`src/design/tdq_ram.sv`:
```
`default_nettype none
module tdq_ram #(
   parameter int WIDTH = 8,
   parameter int DEPTH = 64
) (
   input  wire logic                     clock,
   input  wire logic                     wr_en,
   input  wire logic [$clog2(DEPTH)-1:0] wr_addr,
   input  wire logic [WIDTH-1:0]         wr_data,
   input  wire logic                     rd_en,
   input  wire logic [$clog2(DEPTH)-1:0] rd_addr,
   output logic      [WIDTH-1:0]         rd_data
);
   logic [WIDTH-1:0] mem [DEPTH];

   always_ff @(posedge clock) begin
      if (wr_en) begin
         mem[wr_addr] <= wr_data;
      end
      if (rd_en) begin
         rd_data <= mem[rd_addr];
      end
   end
endmodule
`default_nettype wire

```
`config.mk`:
```
export PLATFORM = sky130hd
export DESIGN_NAME = tdq_ram
export DESIGN_NICKNAME = d
export VERILOG_FILES = /design/src/design/tdq_ram.sv
export SDC_FILE = /design/constraint.sdc
export NUM_CORES = 1
export LEC_CHECK = 0
export ABC_AREA = 0
export BUFFER_PORTS_ARGS = -buffer_cell sky130_fd_sc_hd__buf_2
export CORE_UTILIZATION = 40
export CTS_BUF_LIST = sky130_fd_sc_hd__clkbuf_8
export CTS_CLUSTER_SIZE = 20
export DETAILED_ROUTE_END_ITERATION = 6
export HOLD_SLACK_MARGIN = 0.05
export PLACE_DENSITY = 0.6
export SETUP_SLACK_MARGIN = 0.2
export SYNTH_ARGS = -nofsm -noshare
export SYNTH_HDL_FRONTEND = slang
export SYNTH_SLANG_ARGS = --single-unit
```
`constraint.sdc`:
```
create_clock -name clock -period 2.75 [get_ports clock]
set_input_delay 0.275 -clock clock [delete_from_list [all_inputs] [get_ports clock]]
set_output_delay 0.275 -clock clock [all_outputs]
set_load 0.01 [all_outputs]
```
==> flow_summary.ini <==
[critical_path]
regToRegStartpoint = mem[16][6]
endpoint_kind = register
worstSetupPathType = reg -> reg
required_ps = 3120
start_kind = register
cp.depth = 5
worst-r2r-cell-count = 5
path_buf_inv = 0
crit_chain = mux4_2, mux2_2, o221a_2, nor3_1, o32ai_1
cp_max_fo = 1
critPathMaxStageDelay_ps = 460
arrival_ps = 2570
crit_family = multiplexers
critPathLaunch = mem[16][6]
slowest_stage = mux4_2

[clocking]
cts_num_sinks = 520
cts_setup_buffers = 0
clockBufferDepth = 3
h-tree-depth = 3
cts.clk_slew.worst_paths_ps = 60
cts_buffers = 81
clock-root-buffer = clkbuf_8
cts_tree = yes
clkLatencyLatePin_ps = 630

[timing]
timing.fmax_ghz = 0.454
rsz0062_at_grt = false
maxSlewHeadroom_pct = 40.6
slew_violations = 0
fin_skew_ps = 20.7
tns_ps = 0
worst_pin_slew_ps = 888
min_period_over_period_pct = 80.1
setup_viol = 0
setup_ws_ps = 547
min_period_ps = 2200
hold_viol = 0

[global_routing]
grt_pass1_wl_mm = 67.9
grtUsageTotal_pct = 18.6
gr-total-overflow = 0
grt_pass1_vias = 10100
grt_start_max_net_pins = 65
antenna_found_initial = 4

[drt]
drtAntennaViolNets = 0
drt_iter0_drc = 1064
routed_wl_mm = 46.4
drcViolationCount = 0
vias_per_cell = 5.45
dr.pass1.iters = 5
dr_total_vias = 10000
wl_per_cell_um = 25.3

[synth]
yosysWarnings = 0
syn-cell-area_um2 = 20200
ys_types = 39
syn_nets = 963
synth_seq_cells = 520
syn_area_per_cell_um2 = 21.5
synth_cells = 940
yosysSeqAreaShare_pct = 77.1

[run_status]
status = finished clean

[layout]
syn2layout_area_growth_pct = 15.3
final_cell_mix = 520 x edfxtp_1, 126 x mux4_2, 98 x buf_4
layout-drive-gt1-share_pct = 32.0
post-route-util_pct = 46.6
final_nets = 1134
layout_commonest_cell = edfxtp_1

[placement]
port_buffers = 30
post-place-ws_ps = 178
dp_hpwl_mm = 29.0
gp_congestion = 0.820

[floorplan]
start_util_pct = 40.4
coreArea_um2 = 50100
chipWidth_um = 227
ios = 31
fp.dieH_um = 227
die-area_um2 = 51500
rows = 82

[min_path]
hp-start = wr_addr[2]
holdPathStages = 3
hp-class = in -> reg

[run]
maxCapViolations = 0

[pwr]
power.total_mw = 15.6
irDropWorstVdd_mv = 0.320
powerDensity_nw_per_um2 = 669
cellLeakagePower_nw = 7.53
==> worst min-delay path, delay by kind of cell <==
family	cells	cell delay (ps)
AND/OR/NAND/NOR	2	160
buffers and inverters	1	150
==> Yosys cell counts <==
library cell | instances | share of area, %
o2111ai_1 | 3 | 0.13
o21a_1 | 2 | 0.074
buf_6 | 4 | 0.22
clkbuf_1 | 17 | 0.32
o41ai_1 | 2 | 0.087
nand2_1 | 19 | 0.35
buf_4 | 13 | 0.48
edfxtp_1 | 520 | 77
o311ai_1 | 1 | 0.043
nor3_1 | 7 | 0.17
buf_2 | 11 | 0.27
o21ai_0 | 2 | 0.049
a21oi_1 | 3 | 0.074
nand4b_1 | 1 | 0.043
a211oi_1 | 4 | 0.15
nand2b_1 | 7 | 0.22
nand3b_1 | 3 | 0.11
o32ai_1 | 2 | 0.087
a2111oi_0 | 2 | 0.087
mux4_2 | 126 | 14
nand3_1 | 13 | 0.32
o221a_2 | 2 | 0.11
nor2b_1 | 14 | 0.43
nor2_1 | 83 | 1.5
mux2i_1 | 23 | 1.1
mux2_2 | 13 | 0.72
a31oi_1 | 1 | 0.031
a221oi_1 | 6 | 0.26
or3_1 | 1 | 0.031
o2bb2ai_1 | 3 | 0.13
buf_12 | 2 | 0.20
nor4_1 | 2 | 0.062
buf_1 | 4 | 0.074
a22oi_1 | 3 | 0.11
o22ai_1 | 8 | 0.25
and2_1 | 1 | 0.031
o221ai_1 | 8 | 0.35
o21ai_1 | 2 | 0.049
nand4_1 | 2 | 0.062
==> report_power, final <==
part           internal, mW  leakage, nW  total, mW  switching, mW
clock                  3.09        0.822       5.94           2.84
combinational         0.344         2.02      0.861          0.517
sequential             8.79         4.69       8.82         0.0261
total                  12.2         7.53       15.6           3.38
==> per-stage QoR <==
step                area, µm²  hold WS, ps  instances
floorplan               20200          374        940
global placement        21900          642       1699
detailed placement      21900          644       1699
CTS                     23300         82.8       1835
global route            23300          130       1836
finish                  23300          131       1836
==> worst paths after layout <==
path / to / slack [ps]
max: rd_data[6] / 550
min reg2reg: rd_data[0] / 960
max reg2reg: rd_data[6] / 550
min: mem[52][7] / 130
==> cell families after synthesis <==
| family | synth area share, % |
|---|---|
| AO/OA/AOI/OAI | 2.06 |
| buffers and inverters | 1.56 |
| flip-flops | 77.1 |
| AND/OR/NAND/NOR | 3.37 |
| multiplexers | 15.9 |
==> routing by layer <==
layer	vias to the layer above	GRT usage [%]	wire (µm)
met5	-	0	43
met4	6	6.43	1020
met3	77	3.52	3150
met2	365	29.9	22700
met1	5283	25.6	19500
li1	4275	-	-
==> registers in the layout (all words and copies together) (netlist names) <==
name,flops
mem,512
rd_data,8
==> repair_timing <==
item / CTS / global route
resized for setup: 0 / 0
endpoints found under the hold margin: 8 / 0
hold buffers: 1 / 0
==> cell type report <==
class | count | area [µm²]
Timing Repair Buffer | 139 | 1130
Clock inverter | 54 | 318
Tap cell | 672 | 841
Antenna cell | 1 | 2.50
Multi-Input combinational cell | 369 | 4320
Sequential cell | 520 | 15600
Clock buffer | 81 | 1110
Fill cell | 4242 | 26700
No activity file was read; power rests on OpenSTA's default activity.
